`config.mk`:
```
export PLATFORM = sky130hd
export DESIGN_NAME = l2g_back
export DESIGN_NICKNAME = d
export VERILOG_FILES = /design/src/sv/l2g_pkg.sv /design/src/sv/l2g_back.sv
export SDC_FILE = /design/constraint.sdc
export NUM_CORES = 1
export LEC_CHECK = 0
export BUFFER_PORTS_ARGS = -buffer_cell sky130_fd_sc_hd__buf_2
export CAP_MARGIN = 5
export CORE_AREA = 8 8 131 133
export CTS_BUF_LIST = sky130_fd_sc_hd__clkbuf_4
export DETAILED_ROUTE_END_ITERATION = 7
export DIE_AREA = 0 0 139 141
export PLACE_DENSITY = 0.82
export SYNTH_ARGS = -nofsm -noshare
export SYNTH_HDL_FRONTEND = slang
export SYNTH_SLANG_ARGS = --single-unit
```
`constraint.sdc`:
```
create_clock -name clk -period 5.4 [get_ports clk]
set_input_delay 0.54 -clock clk [delete_from_list [all_inputs] [get_ports clk]]
set_output_delay 0.54 -clock clk [all_outputs]
set_load 0.01 [all_outputs]
```
`src/sv/l2g_pkg.sv`:
```
package l2g_pkg;

  // Widest raster line the line store is sized for, in pixels.
  localparam int MAX_WIDTH = 2048;
  localparam int HALF_COLS = MAX_WIDTH / 2;
  localparam int COL_AW    = $clog2(HALF_COLS);
  // Block column counter can hold HALF_COLS itself (saturation point).
  localparam int BC_W      = COL_AW + 1;

  // Luma weights in Q0.16.
  localparam int W_RED   = 19589;
  localparam int W_GREEN = 38470;
  localparam int W_BLUE  = 7471;

  // Depth of the queue between the front and the back.
  localparam int Q_DEPTH = 4;
  localparam int Q_AW    = $clog2(Q_DEPTH);
  localparam int Q_CW    = Q_AW + 1;

  localparam int RAMP_LEN = 25;
  localparam logic [RAMP_LEN*8-1:0] RAMP = "@%$#=-+*&|/}{][)('!?:;,. ";

  typedef struct packed {
    logic [7:0] red;
    logic [7:0] green;
    logic [7:0] blue;
    logic       line_end;
    logic       frame_start;
  } pixel_t;

  typedef struct packed {
    logic [6:0] glyph;
    logic       row_done;
  } result_t;

  // Channel sums of one horizontal pixel pair.
  typedef struct packed {
    logic [8:0] red;
    logic [8:0] green;
    logic [8:0] blue;
  } pair_t;

  localparam int PAIR_W = $bits(pair_t);

  // Averaged 2x2 block handed from the front to the back.
  typedef struct packed {
    logic [7:0] red;
    logic [7:0] green;
    logic [7:0] blue;
    logic       row_done;
  } blk_t;

  localparam int BLK_W = $bits(blk_t);

  typedef struct packed {
    logic [Q_CW-1:0] count;
    logic            empty;
  } q_status_t;

  typedef logic [6:0] glyph_lut_t [256];

  // Gray level to ramp character, evaluated once at elaboration.
  function automatic glyph_lut_t build_glyph_lut();
    glyph_lut_t lut;
    int         percent;
    int         idx;
    for (int g = 0; g < 256; g++) begin
      percent = g * 100 / 255;
      idx     = (percent * 24 + 50) / 100;
      if (idx > RAMP_LEN - 1) begin
        idx = RAMP_LEN - 1;
      end
      lut[g] = RAMP[(RAMP_LEN - 1 - idx) * 8 +: 7];
    end
    return lut;
  endfunction

  localparam glyph_lut_t GLYPH_LUT = build_glyph_lut();

endpackage

```
`src/sv/l2g_back.sv`:
```
module l2g_back (
  input  logic                  clk,
  input  logic                  rst,
  input  l2g_pkg::q_status_t    q_stat,
  input  l2g_pkg::blk_t         q_data,
  output logic                  q_pop,
  output logic                  empty,
  input  logic                  pop,
  output l2g_pkg::result_t      result
);
  import l2g_pkg::*;

  logic        s1_valid;
  logic [22:0] prod_red;
  logic [23:0] prod_green;
  logic [20:0] prod_blue;
  logic        s1_row_done;
  logic        s2_valid;
  result_t     s2_data;

  logic        s2_ready;
  logic        s1_adv;
  logic [23:0] luma;

  assign s2_ready = !s2_valid || pop;
  assign s1_adv   = !s1_valid || s2_ready;
  assign q_pop    = !q_stat.empty && s1_adv;

  // Sum of the three weighted channels stays below 2^24.
  assign luma = {1'b0, prod_red} + prod_green + {3'b000, prod_blue};

  always_ff @(posedge clk) begin
    if (rst) begin
      s1_valid <= 1'b0;
      s2_valid <= 1'b0;
    end else begin
      if (s1_adv) begin
        s1_valid <= !q_stat.empty;
      end
      if (s2_ready) begin
        s2_valid <= s1_valid;
      end
    end
  end

  always_ff @(posedge clk) begin
    if (q_pop) begin
      prod_red    <= 23'(q_data.red   * 15'(W_RED));
      prod_green  <= 24'(q_data.green * 16'(W_GREEN));
      prod_blue   <= 21'(q_data.blue  * 13'(W_BLUE));
      s1_row_done <= q_data.row_done;
    end
    if (s2_ready && s1_valid) begin
      s2_data.glyph    <= GLYPH_LUT[luma[23:16]];
      s2_data.row_done <= s1_row_done;
    end
  end

  assign empty  = !s2_valid;
  assign result = s2_data;

endmodule

```
==> impl_metrics.ini <==
[route]
first_pass_iters = 5
routedWlPerCell_um = 15.9
drt_wl_total_um = 18300
detailedRoute.firstIterationViolations = 375
vias_per_cell = 5.80
ant_nets = 0
route.detailed.drc = 0
vias = 6680

[sta]
fmax_mhz = 219
finalCritPeriodShare = 0.846
fin_hold_ws_ps = 234
slew_violations = 0
fin_ws_ps = 829
max-slew-margin-rel = 0.341
fin_worst_skew_ps = 28.4
finalWorstPathRequiredPeriod_ps = 4570
worst_slew_pin_slew_ps = 987
finalSetupTns_ps = 0
finalHoldViolCount = 0
rsz0062_at_grt = false
setup_viol = 0

[setup_path]
worstSetupPathType = primary input to flop
cp.required_ps = 5610
cp.arrival_ps = 4780
crit_path_end_kind = flop
path_max_fanout = 6
cp-start-kind = primary input

[die]
rows = 45
start_util = 0.642
dieArea_um2 = 19600
core_um2 = 15000
die_w_um = 139
ios = 42
die_h_um = 141

[cts]
cts-root-buf = clkbuf_4
clk_path_buf_depth = 2
path_clk_slew_ps = 150
cts_tree = yes
post_cts_resized = 0
post_cts_buffers = 0
clk_latency_ps = 480
hold_buffers = 0
clock_sinks = 78
h-tree-depth = 3
cts_made_buffers = 9

[global_route]
grt_pass1_wl_um = 31000
grt.total_usage = 0.194
grt-ovfl-total = 0
grt_pass1_vias = 6658
antenna_found_initial = 1
grt_max_degree = 42

[layout]
syn2layout_area_growth_pct = 5.87
finalNetCount = 1264
drive_gt1_frac = 0.0936

[synthesis]
ys_ff_latch = 78
syn_avg_cell_area_um2 = 10.5
synth_area_um2 = 9610
synth_ff_type = edfxtp_1
synth_nets = 1221
synth_enable_flop_cells = 76
ys_types = 81
ys_warn_count = 0
syn_inst = 914
synthArstFlopShare = 0
seq_area_frac_synth = 0.242

[job]
maxCapViolCount = 0

[placed_design]
gp_congestion = 0.908
dp_hpwl_um = 15600
place_ws_ps = 367
io_buffers = 38

[hold_path]
hold_path.class = primary input to flop

[status]
outcome = finished clean
worst max-delay path: stages:
cell and delay [ps]:
buf_2 150, fa_1 550, fa_1 530, fa_1 550
inv_1 70, fa_1 530, inv_1 40, ha_1 320
a21boi_0 260, o21ai_0 140, a21boi_0 270, o21ai_0 140
a21oi_1 310, o21a_1 240, o311ai_0 150
cells by family (layout without fill, tap and decap cells):
family          after synthesis  in the layout  share of synthesized area
buf+inv                     152            200                     0.0600
xor+xnor                     55             55                     0.0537
flops                        78             78                      0.242
fa+ha+maj                   276            276                      0.419
other cells                   0              1                          0
compound gates              165            165                      0.124
mux                           1              1                    0.00117
simple gates                187            187                      0.101
worst paths after layout:
kind / from / to / cells after the start / slack (ps)
max: q_data[6] / prod_blue[17]$_DFFE_PP_ / 15 / 830
min: rst / s1_valid$_SDFFE_PP0N_ / 2 / 230
max reg2reg: prod_red[17]$_DFFE_PP_ / result[2]$_DFFE_PP_ / 11 / 1200
min reg2reg: s1_row_done$_DFFE_PP_ / result[0]$_DFFE_PP_ / 0 / 450
synth_stat cells (3+ instances only):
| cell type | count | area [um2] |
|---|---|---|
| xnor2_1 | 39 | 342 |
| buf_2 | 5 | 25.0 |
| a31oi_1 | 12 | 75.1 |
| nor3_1 | 20 | 100 |
| o21a_1 | 9 | 67.6 |
| nor4_1 | 5 | 31.3 |
| or3_1 | 8 | 50.1 |
| a21o_1 | 8 | 60.1 |
| o21ai_0 | 21 | 105 |
| o21bai_1 | 6 | 45.0 |
| a21oi_1 | 45 | 225 |
| o31ai_1 | 3 | 22.5 |
| nand2b_1 | 4 | 25.0 |
| a211oi_1 | 3 | 22.5 |
| o211ai_1 | 4 | 30.0 |
| o22ai_1 | 4 | 25.0 |
| o2bb2ai_1 | 3 | 26.3 |
| nand4_1 | 6 | 37.5 |
| nand3b_1 | 3 | 22.5 |
| nand3_1 | 18 | 90.1 |
| fa_1 | 76 | 1520 |
| and3_1 | 11 | 68.8 |
| o311ai_0 | 3 | 26.3 |
| o311ai_1 | 3 | 26.3 |
| a221o_1 | 3 | 30.0 |
| ha_1 | 199 | 2490 |
| nand2_1 | 36 | 135 |
| nor2b_1 | 9 | 56.3 |
| inv_1 | 144 | 541 |
| nor2_1 | 45 | 169 |
| or2_2 | 5 | 31.3 |
| nand4b_1 | 3 | 26.3 |
| edfxtp_1 | 76 | 2280 |
| xor2_1 | 13 | 114 |
metrics by stage:
stage | area [um2] | std cells | util
final | 10200 | 1151 | 0.679
after global routing | 10200 | 1151 | 0.679
after CTS | 10200 | 1150 | 0.679
after detailed placement | 10000 | 1134 | 0.670
after global placement | 10000 | 1134 | 0.670
after floorplan | 9610 | 914 | -
area by class of cell:
type	instances	area, um2
multi-input cells	684	6730
fillers	1138	4800
flip-flops and latches	78	2320
inverters	144	541
well taps	188	235
repair buffers	40	205
clock inverters	7	73.8
clock buffers	9	67.6
diodes	1	2.50
sequential cells by signal, indices dropped and copies added, names as in the netlist:
name / cells
prod_blue: 21
prod_green: 23
prod_red: 23
result: 8
s1_row_done: 1
s1_valid: 1
s2_valid: 1
layer usage:
metal  up-vias  wire length [um]  share of wire  track usage
li1       3346                 -              -            -
met5         -                 0              0            0
met2       119              9350           0.51        0.350
met4         0               289          0.016       0.0462
met1      3191              8100           0.44        0.236
met3        24               598          0.033       0.0368
layout by cell type, fill, tap and decap left out, drive strengths merged, types with 5 or more instances in the layout:
master,netlist,routed
clkbuf,1,9
inv,144,149
a31oi,12,12
nand2,36,36
fa,76,76
o21ai,22,22
o21a,9,9
buf,7,40
nor3,22,22
or3,9,9
nor4,6,6
xnor2,40,40
edfxtp,76,76
and3,11,11
a21oi,46,46
nand4,6,6
ha,199,199
or2,6,6
o21bai,6,6
a211oi,5,5
nor2,45,45
xor2,15,15
o311ai,6,6
nor2b,9,9
nand3,19,19
a21o,8,8
Power is left out: the tool's default activity adds up to more than one toggle a clock period on the data nets, which glitch-free logic cannot reach.
