File: src/sv/l2g_pkg.sv
package l2g_pkg;

  // Widest raster line the line store is sized for, in pixels.
  localparam int MAX_WIDTH = 2048;
  localparam int HALF_COLS = MAX_WIDTH / 2;
  localparam int COL_AW    = $clog2(HALF_COLS);
  // Block column counter can hold HALF_COLS itself (saturation point).
  localparam int BC_W      = COL_AW + 1;

  // Luma weights in Q0.16.
  localparam int W_RED   = 19589;
  localparam int W_GREEN = 38470;
  localparam int W_BLUE  = 7471;

  // Depth of the queue between the front and the back.
  localparam int Q_DEPTH = 4;
  localparam int Q_AW    = $clog2(Q_DEPTH);
  localparam int Q_CW    = Q_AW + 1;

  localparam int RAMP_LEN = 25;
  localparam logic [RAMP_LEN*8-1:0] RAMP = "@%$#=-+*&|/}{][)('!?:;,. ";

  typedef struct packed {
    logic [7:0] red;
    logic [7:0] green;
    logic [7:0] blue;
    logic       line_end;
    logic       frame_start;
  } pixel_t;

  typedef struct packed {
    logic [6:0] glyph;
    logic       row_done;
  } result_t;

  // Channel sums of one horizontal pixel pair.
  typedef struct packed {
    logic [8:0] red;
    logic [8:0] green;
    logic [8:0] blue;
  } pair_t;

  localparam int PAIR_W = $bits(pair_t);

  // Averaged 2x2 block handed from the front to the back.
  typedef struct packed {
    logic [7:0] red;
    logic [7:0] green;
    logic [7:0] blue;
    logic       row_done;
  } blk_t;

  localparam int BLK_W = $bits(blk_t);

  typedef struct packed {
    logic [Q_CW-1:0] count;
    logic            empty;
  } q_status_t;

  typedef logic [6:0] glyph_lut_t [256];

  // Gray level to ramp character, evaluated once at elaboration.
  function automatic glyph_lut_t build_glyph_lut();
    glyph_lut_t lut;
    int         percent;
    int         idx;
    for (int g = 0; g < 256; g++) begin
      percent = g * 100 / 255;
      idx     = (percent * 24 + 50) / 100;
      if (idx > RAMP_LEN - 1) begin
        idx = RAMP_LEN - 1;
      end
      lut[g] = RAMP[(RAMP_LEN - 1 - idx) * 8 +: 7];
    end
    return lut;
  endfunction

  localparam glyph_lut_t GLYPH_LUT = build_glyph_lut();

endpackage

File: src/sv/l2g_fifo.sv
module l2g_fifo (
  input  logic               clk,
  input  logic               rst,
  input  logic               push,
  input  l2g_pkg::blk_t      wdata,
  input  logic               pop,
  output l2g_pkg::blk_t      rdata,
  output l2g_pkg::q_status_t stat
);
  import l2g_pkg::*;

  blk_t            mem [Q_DEPTH];
  logic [Q_AW-1:0] wptr;
  logic [Q_AW-1:0] rptr;
  logic [Q_CW-1:0] count;

  always_ff @(posedge clk) begin
    if (rst) begin
      wptr  <= '0;
      rptr  <= '0;
      count <= '0;
    end else begin
      if (push) begin
        wptr <= (wptr == Q_AW'(Q_DEPTH - 1)) ? '0 : wptr + Q_AW'(1);
      end
      if (pop) begin
        rptr <= (rptr == Q_AW'(Q_DEPTH - 1)) ? '0 : rptr + Q_AW'(1);
      end
      if (push && !pop) begin
        count <= count + Q_CW'(1);
      end else if (pop && !push) begin
        count <= count - Q_CW'(1);
      end
    end
  end

  always_ff @(posedge clk) begin
    if (push) begin
      mem[wptr] <= wdata;
    end
  end

  assign rdata      = mem[rptr];
  assign stat.count = count;
  assign stat.empty = (count == '0);

  a_no_overflow: assert property (@(posedge clk) disable iff (rst)
    push |-> (count != Q_CW'(Q_DEPTH)) || pop)
    else $error("queue overflow");

  a_no_underflow: assert property (@(posedge clk) disable iff (rst)
    pop |-> (count != '0))
    else $error("queue underflow");

endmodule

File: config.mk
export PLATFORM = sky130hd
export DESIGN_NAME = l2g_fifo
export DESIGN_NICKNAME = d
export VERILOG_FILES = /design/src/sv/l2g_pkg.sv /design/src/sv/l2g_fifo.sv
export SDC_FILE = /design/constraint.sdc
export NUM_CORES = 1
export LEC_CHECK = 0
export ABC_AREA = 1
export BUFFER_PORTS_ARGS = -buffer_cell sky130_fd_sc_hd__clkbuf_2
export CORE_UTILIZATION = 40
export DETAILED_ROUTE_END_ITERATION = 8
export PLACE_DENSITY_LB_ADDON = 0.2
export SLEW_MARGIN = 20
export SYNTH_ARGS = -nofsm -noshare
export SYNTH_HDL_FRONTEND = slang
export SYNTH_SLANG_ARGS = --single-unit
File: constraint.sdc
create_clock -name clk -period 2.2 [get_ports clk]
set_input_delay 0.22 -clock clk [delete_from_list [all_inputs] [get_ports clk]]
set_output_delay 0.22 -clock clk [all_outputs]
set_load 0.01 [all_outputs]
==> results_dict.tcl, run 1 <==
set metrics [dict create \
    status "complete, no violations" \
    ir_worst_vdd_mv 0.400 \
    post-cts-setup-buffers 0 \
    hold_viol_final 0 \
    rsz0062_at_grt "no" \
    r2r-end "mem[2][16]$_DFFE_PP_" \
    portBuffers 57 \
    start_util_pct 42.0 \
    setup_viol 0 \
    critical-path-slowest-cell "inv_4" \
    critPathBufInv 2 \
    synth_ff_type "edfxtp_1" \
    synthTopCellsByArea "edfxtp_1 (72%), nor2_1 (5.2%), o21ai_0 (4.7%)" \
    antenna_found_initial 0 \
    cp_cell_sequence "inv_4 > o21ai_0 > o22ai_1 > clkbuf_2" \
    core_region_area_um2 9910 \
    via_count 2483 \
    drtIter0Drc 118 \
    grt_use_total_pct 15.7 \
    max_stage_delay_ns 0.36 \
    skew_ns 0.00938 \
    ys_async_sr_fraction_pct 0 \
    endpoint_kind "primary output" \
    setup_tns_ns 0 \
    power.leakage_uw 0.00179 \
    fin_util_pct 48.7 \
    slew_viol_final 0 \
    wl_per_cell_um 16.0 \
    grt_pass1_vias 2511 \
    hp-class "in2reg" \
    viasPerCell 4.96 \
    cts_max_level 3 \
    dieArea_um2 10800 \
    diodes 0 \
    syn_area_um2 4160 \
    syn_nets 336 \
    grt_pass1_wl_mm 12.9 \
    final_layout_size_suffix_gt1_share_pct 23.4 \
    drc 0 \
    cts_buffers 9 \
    crit_end "rdata[4]" \
    cellPowerDensity_nw_per_um2 872 \
    fin_crit_ns 1.84 \
    ff2ff_setup_slack_ns 0.76 \
    dr.pass1.iters 4 \
    synth_top_area_cell "edfxtp_1" \
    worstSkewPairLatency_ns 0.36 \
    ys.warnings.count 0 \
    synth_most_common_cell "edfxtp_1" \
    synth_edf_count 100 \
    cts_tree "done" \
    critPathRequiredTime_ns 1.98 \
    routabilityCongestion 0.785 \
    routed_wl_mm 7.99 \
    r2r_cells 5 \
    synth_cells 300 \
    cts_resized 0 \
    synth.distinct_cells 20 \
    cp_top_family "buffers and inverters" \
    die_height_um 104 \
    postPlaceCellArea_um2 4600 \
    layout-area-overhead-vs-synth_pct 16.1 \
    finalPower_uw 4210 \
    cp_max_fo 50 \
    hold_buffers 0 \
    design_area_um2 4830 \
    timing.hold.ws_ns 0.0591 \
    grt_overflow_total 0 \
    worst_pin_slew_ns 0.500 \
    yosysTopAreaCellShare_pct 72.2 \
    grt_start_max_net_pins 51 \
    ys_ff_latch 109 \
    cp-start-kind "flop" \
    final.fill_count 887 \
    maxCapViolCount 0 \
    rows 36 \
    clk_pin_slew_worst_paths_ns 0.10 \
    max_slew_margin_pct 66.6 \
    worstReg2RegStart "wptr[0]$_SDFFE_PP0P_" \
    yosysSeqAreaShare_pct 76.5 \
    path_depth 4 \
    path_class "reg2out" \
    cts_buffer_depth 2 \
    clock_sinks 109 \
    final_nets 399 \
    worst_hold_path.num_cells 2 \
    ant_nets 0 \
    syn_avg_cell_area_um2 13.9 \
    max_freq_mhz 544 \
    root_buffer "clkbuf_8" \
    die_width_um 104 \
    io-pin-count 58 \
    arrival_ns 1.62 \
    ys_top_cells_by_count "edfxtp_1 (100), nor2_1 (58), o21ai_0 (39), o22ai_1 (25)" \
    finalCritPeriodShare_pct 83.6 \
    place_hpwl_mm 5.05 \
]
==> cells by family (layout without fill, tap and decap cells) <==
logic type,after synthesis,after routing,share of synthesized area [%]
flip-flops,109,109,76.5
AO/OA/AOI/OAI,81,81,10.5
AND/OR/NAND/NOR,71,71,6.58
buffers and inverters,31,99,3.94
adder cells (fa/ha/maj),7,7,2.28
XOR/XNOR,1,1,0.211
==> final cells by class <==
type                            instances  area, um2  share of cell area (%)
Sequential cell                       109       3180                    65.9
Multi-Input combinational cell        160        815                    16.9
Timing Repair Buffer                   67        373                    7.72
Tap cell                              133        166                    3.45
Clock buffer                            9        124                    2.56
Clock inverter                          7        105                    2.18
Inverter                               16       62.6                    1.30
==> where the power goes <==
group	leakage (uW)	switching [uW]	internal (uW)	total (uW)
logic	0.000681	298	168	465
clock network	0.000112	695	660	1350
registers	0.000994	34.4	2360	2390
==> layer usage <==
layer	up-vias	routed length [um]	track usage [%]
met4	0	82	3.98
li1	1221	-	-
met5	-	0	0
met1	1204	3800	20.8
met3	7	285	4.39
met2	51	3830	25.4
==> state kept, by name, indices dropped and copies added (netlist names), named ones only <==
signal	count
mem	100
rptr	2
wptr	2
count	3
==> per-stage QoR <==
step | worst slack [ns] | instances
floorplan | 0.731 | 300
global placement | 0.753 | 485
detailed placement | 0.721 | 485
CTS | 0.313 | 501
global route | 0.237 | 501
finish | 0.361 | 501
==> worst reg2reg max path, stage by stage, from the launching register on <==
cell,delay [ns]
dfxtp_1,0.36
inv_1,0.09
ha_1,0.14
nand2_1,0.05
inv_1,0.27
buf_12,0.23
==> worst min path at each step <==
stage / startpoint / to
floorplan: rst / count[0]$_SDFFE_PP0P_
global placement: wdata[4] / mem[3][4]$_DFFE_PP_
detailed placement: rst / wptr[0]$_SDFFE_PP0P_
CTS: rst / wptr[0]$_SDFFE_PP0P_
global route: wdata[7] / mem[0][7]$_DFFE_PP_
finish: rst / count[0]$_SDFFE_PP0P_
==> placed cells by master (no fill, tap or decap) <==
master	count
o21ai_1	14
inv_4	1
dfxtp_1	8
clkinv_4	1
nor2_1	58
inv_6	2
inv_1	14
clkinvlp_4	1
nand4_1	1
inv_8	1
fa_1	1
o21ai_0	39
buf_12	1
a21oi_1	3
nor3_1	3
nand3_1	1
dfxtp_2	1
ha_1	6
clkbuf_8	9
bufinv_16	2
xor2_1	1
o22ai_1	25
edfxtp_1	100
nand2_1	8
clkbuf_2	57
buf_4	9
inv_2	1
(Power assumes the default switching activity.)
==> run 2: changes to the inputs <==
- clock period: 2.2 -> 1.9 ns (I/O delays scaled with it)
==> run 2 against run 1 <==
Compared with the run above: worst hold slack worse by 0.020 ns; global-route usage down 0.12 points; die area is the same; clock skew up 0.0011 ns; sequential power rose by 16%; critical path depth unchanged; count of clock-buffer cells in the layout up 1; final area is 0.16% higher; sequential share of layout area decreased by 0.10 points; first-iteration DRC count decreased by 47%; wire length down 0.41%.
==> results_dict.tcl, run 2 (synthesis results as in run 1) <==
set metrics [dict create \
    maxCapViolCount 0 \
    grt_start_max_net_pins 35 \
    cp_max_fo 34 \
    layout_commonest_cell "edfxtp_1" \
    hp-class "in2reg" \
    skew_ns 0.0105 \
    max_slew_margin_pct 78.8 \
    fin_ws_ns 0.156 \
    root_buffer "clkbuf_8" \
    ant_nets 0 \
    endpoint_kind "primary output" \
    rsz0062_at_grt "no" \
    final.fill_count 905 \
    via_count 2554 \
    place_hpwl_mm 5.16 \
    die_width_um 104 \
    dp_slack_ns 0.457 \
    final_layout_size_suffix_gt1_share_pct 24.0 \
    drtIter0Drc 62 \
    ir_worst_vdd_mv 0.362 \
    setup_tns_ns 0 \
    final_cell_mix "edfxtp_1 (100), nor2_1 (58), clkbuf_2 (57)" \
    portBuffers 57 \
    clock_sinks 109 \
    postPlaceCellArea_um2 4640 \
    grt_use_total_pct 15.5 \
    cellPowerDensity_nw_per_um2 969 \
    status "complete, no violations" \
    critical-path-slowest-cell "dfxtp_2" \
    arrival_ns 1.55 \
    critPathRequiredTime_ns 1.71 \
    rows 36 \
    worst_pin_slew_ns 0.318 \
    cts_buffer_depth 2 \
    layout-area-overhead-vs-synth_pct 16.2 \
    routabilityCongestion 0.720 \
    worstSkewPairLatency_ns 0.37 \
    top_regs "mem (100), count (3)" \
    regMostFlops "mem" \
    cp-start-kind "flop" \
    dr.pass1.iters 4 \
    cts_max_level 3 \
    wl_per_cell_um 15.7 \
    diodes 0 \
    finalPower_uw 4690 \
    largest_reg_flops 100 \
    max_stage_delay_ns 0.40 \
    drc 0 \
    cp_cell_sequence "buf_6 > o21ai_0 > o22ai_1 > clkbuf_2" \
    cts_tree "done" \
    finalCritPeriodShare_pct 91.8 \
    grt_pass1_wl_mm 12.9 \
    grt_overflow_total 0 \
    antenna_found_initial 0 \
    routed_wl_mm 7.96 \
    die_height_um 104 \
    hold_buffers 0 \
    start_util_pct 42.0 \
    dieArea_um2 10800 \
    max_freq_mhz 574 \
    viasPerCell 5.03 \
    design_area_um2 4840 \
    hold_viol_final 0 \
    post-cts-setup-buffers 0 \
    path_class "reg2out" \
    fin_crit_ns 1.74 \
    grt_pass1_vias 2551 \
    slew_viol_final 0 \
    cts_buffers 9 \
    io-pin-count 58 \
    final_nets 406 \
    clk_pin_slew_worst_paths_ns 0.09 \
    setup_viol 0 \
    power.leakage_uw 0.00180 \
    core_region_area_um2 9910 \
]
[run 2: changes by cell type in the layout (fill, tap and decap cells not counted)]
| cell | delta |
|---|---|
| buf_4 | +7 |
| clkinv_1 | +2 |
| inv_4 | -1 |
| clkbuf_1 | +1 |
| buf_6 | +1 |
| inv_8 | -1 |
| bufinv_16 | -1 |
| buf_12 | -1 |
[run 2: path summary, 6_finish.rpt]
kind,from,endpoint,slack [ns],cells past startpoint
hold / removal,rst,wptr[0]$_SDFFE_PP0P_,0.04,2
hold reg to reg,wptr[1]$_SDFFE_PP0P_,wptr[1]$_SDFFE_PP0P_,0.54,2
setup / recovery,flop,rdata[21],0.16,4
setup reg to reg,wptr[0]$_SDFFE_PP0P_,mem[3][18]$_DFFE_PP_,0.59,4
[run 2: report_power, final]
part | internal (uW) | total, uW | switching [uW]
logic | 207 | 554 | 347
clock network | 609 | 1360 | 755
registers | 2730 | 2770 | 40.3
total | 3550 | 4690 | 1140
[run 2: metrics by stage]
stage                     hold WS, ns  util, %  instances
after floorplan                 0.262        -        300
after global placement          0.409     46.8        492
after detailed placement        0.416     46.8        492
after CTS                      0.0254     48.8        508
after global routing           0.0203     48.8        508
final                          0.0394     48.8        508
[run 2: metal layers]
layer	global-route usage (%)	vias to the layer above	wire length [um]
met1	20.3	1259	3740
met4	7.24	0	132
met5	0	-	0
met3	2.69	12	296
met2	25.3	52	3790
li1	-	1231	-
[run 2: what timing repair did]
action | in CTS | in global routing
hold endpoints to repair | 0 | 0
gates resized for setup | 0 | 2
setup endpoints to repair | 0 | 4
[run 2: final cells by class]
class	instances	area [um2]	share of cell area [%]
repair buffers	74	417	8.61
inverters	16	65.1	1.35
multi-input cells	160	815	16.8
clock buffers	10	128	2.64
flip-flops and latches	109	3180	65.8
clock inverters	6	62.6	1.29
well taps	133	166	3.44
[run 2: worst max-delay path, delay by kind of cell, from the launching register on]
kind / cells / cell delay (ns)
buf+inv: 2 / 0.44
flops: 1 / 0.40
compound gates: 2 / 0.35
==> run 3: changes to the inputs <==
- MAX_ROUTING_LAYER: not set -> met4
- PLACE_DENSITY: not set -> 0.63
- PLACE_DENSITY_LB_ADDON: 0.2 -> not set
==> run 3 against run 2 <==
Compared with the run above: sequential share of layout area grew 0.39 points; critical path type unchanged; critical path depth is the same; sequential power hardly changed; highest routed layer unchanged; first-iteration DRC count increased by 100%; critical endpoint unchanged.
==> results_dict.tcl, run 3 (synthesis results as in run 1) <==
set metrics [dict create \
    finalCritPeriodShare_pct 91.8 \
    portBuffers 57 \
    status "complete, no violations" \
    design_area_um2 4810 \
    hold_buffers 0 \
    antenna_found_initial 0 \
    largest_reg_flops 100 \
    grt_pass1_wl_mm 12.1 \
    viasPerCell 4.89 \
    ant_nets 0 \
    critPathRequiredTime_ns 1.71 \
    path_class "reg2out" \
    arrival_ns 1.55 \
    drc 0 \
    wl_per_cell_um 15.1 \
    grt_overflow_total 0 \
    maxCapViolCount 0 \
    rsz0062_at_grt "no" \
    io-pin-count 58 \
    r2r-end "mem[1][14]$_DFFE_PP_" \
    root_buffer "clkbuf_8" \
    worstSkewPairLatency_ns 0.36 \
    regMostFlops "mem" \
    dieArea_um2 10800 \
    layout_commonest_cell "edfxtp_1" \
    dr.pass1.iters 5 \
    slew_viol_final 0 \
    hold_viol_final 0 \
    hp-class "in2reg" \
    dp_slack_ns 0.418 \
    max_slew_margin_pct 73.4 \
    core_region_area_um2 9910 \
    cellPowerDensity_nw_per_um2 963 \
    cts_resized 0 \
    routabilityCongestion 0.691 \
    cts_max_level 3 \
    via_count 2442 \
    grt_start_max_net_pins 51 \
    skew_ns 0.00713 \
    routed_wl_mm 7.53 \
    multi_input_area_um2 815 \
    final_cell_mix "edfxtp_1 (100), nor2_1 (58), clkbuf_2 (57)" \
    final_nets 397 \
    postPlaceCellArea_um2 4610 \
    die_height_um 104 \
    final.fill_count 889 \
    power.leakage_uw 0.00177 \
    seq_area_um2 3190 \
    diodes 0 \
    cts_buffers 9 \
    worstReg2RegStart "wptr[0]$_SDFFE_PP0P_" \
    drtIter0Drc 126 \
    top_regs "mem (100), count (3)" \
    worst_pin_slew_ns 0.399 \
    endpoint_kind "primary output" \
    final_layout_size_suffix_gt1_share_pct 22.4 \
    clock_sinks 109 \
    r2r_cells 4 \
    worst_hold_path.num_cells 2 \
    met2WireLength_mm 3.52 \
    place_hpwl_mm 4.61 \
    fin_util_pct 48.6 \
    wl_met1_mm 3.48 \
    grt_pass1_vias 2365 \
    ir_worst_vdd_mv 0.375 \
    layout-area-overhead-vs-synth_pct 15.6 \
    hold_path_end "wptr[0]$_SDFFE_PP0P_" \
    hp-start "rst" \
    grt_use_total_pct 15.2 \
    topRoutingLayerUsed "met4" \
    start_util_pct 42.0 \
    cts_buffer_depth 2 \
    cp-start-kind "flop" \
    cp_max_fo 50 \
    max_freq_mhz 573 \
    wl_met3_um 408 \
    die_width_um 104 \
    cts_tree "done" \
    post-cts-setup-buffers 0 \
    fin_crit_ns 1.74 \
    rows 36 \
    fin_ws_ns 0.156 \
    ff2ff_setup_slack_ns 0.51 \
    setup_tns_ns 0 \
    clk_pin_slew_worst_paths_ns 0.09 \
    setup_viol 0 \
]
-- run 3: cell count changes in the layout (fill, tap and decap cells not counted) --
cell        delta
buf_12         +3
buf_4         -12
bufinv_16      -1
clkbuf_1       +1
clkbuf_8       +4
clkinv_1       -2
clkinv_2       +2
clkinv_4       -1
clkinvlp_4     -1
dfxtp_2        -1
dfxtp_4        +1
inv_2          -1
inv_6          -1
-- run 3: worst max-delay path: stages, from the launching register on --
cell	delay [ns]
dfxtp_4	0.41
inv_6	0.29
nor2_1	0.08
o22ai_1	0.22
clkbuf_2	0.17
-- run 3: area by class of cell --
| type | count | area share, % |
|---|---|---|
| Sequential cell | 109 | 66.2 |
| Clock inverter | 1 | 0.104 |
| Multi-Input combinational cell | 160 | 16.9 |
| Timing Repair Buffer | 65 | 8.03 |
| Inverter | 16 | 1.38 |
| Clock buffer | 15 | 3.87 |
| Tap cell | 133 | 3.46 |
-- run 3: how the worst max path moves through the flow --
stage / slack, ns / to / from
2_1_floorplan: 0.43 / mem[3][0]$_DFFE_PP_ / wptr[0]$_SDFFE_PP0P_
3_3_place_gp: 0.43 / rdata[6] / flop
3_5_place_dp: 0.42 / rdata[6] / flop
4_1_cts: 0.001 / rdata[6] / flop
5_1_grt: 0.02 / rdata[21] / flop
6_report: 0.16 / rdata[21] / flop
-- run 3: report_power, final --
part	switching (uW)	internal (uW)	total, uW
sequential	43.7	2730	2770
combinational	336	200	537
clock	701	621	1320
-- run 3: through the flow --
| step | total power, uW | hold slack [ns] | instances |
|---|---|---|---|
| 2_1_floorplan | 3140 | 0.262 | 300 |
| 3_3_place_gp | 3360 | 0.408 | 483 |
| 3_5_place_dp | 3370 | 0.411 | 483 |
| 4_1_cts | 4690 | 0.0186 | 499 |
| 5_1_grt | 4830 | 0.0283 | 499 |
| 6_report | 4630 | 0.0373 | 499 |
-- run 3: per-layer routing --
metal  track usage, %  vias to the layer above
li1                 -                     1221
met1             18.9                     1157
met2             23.3                       53
met3             4.26                       11
met4             6.43                        0
met5                -                        -
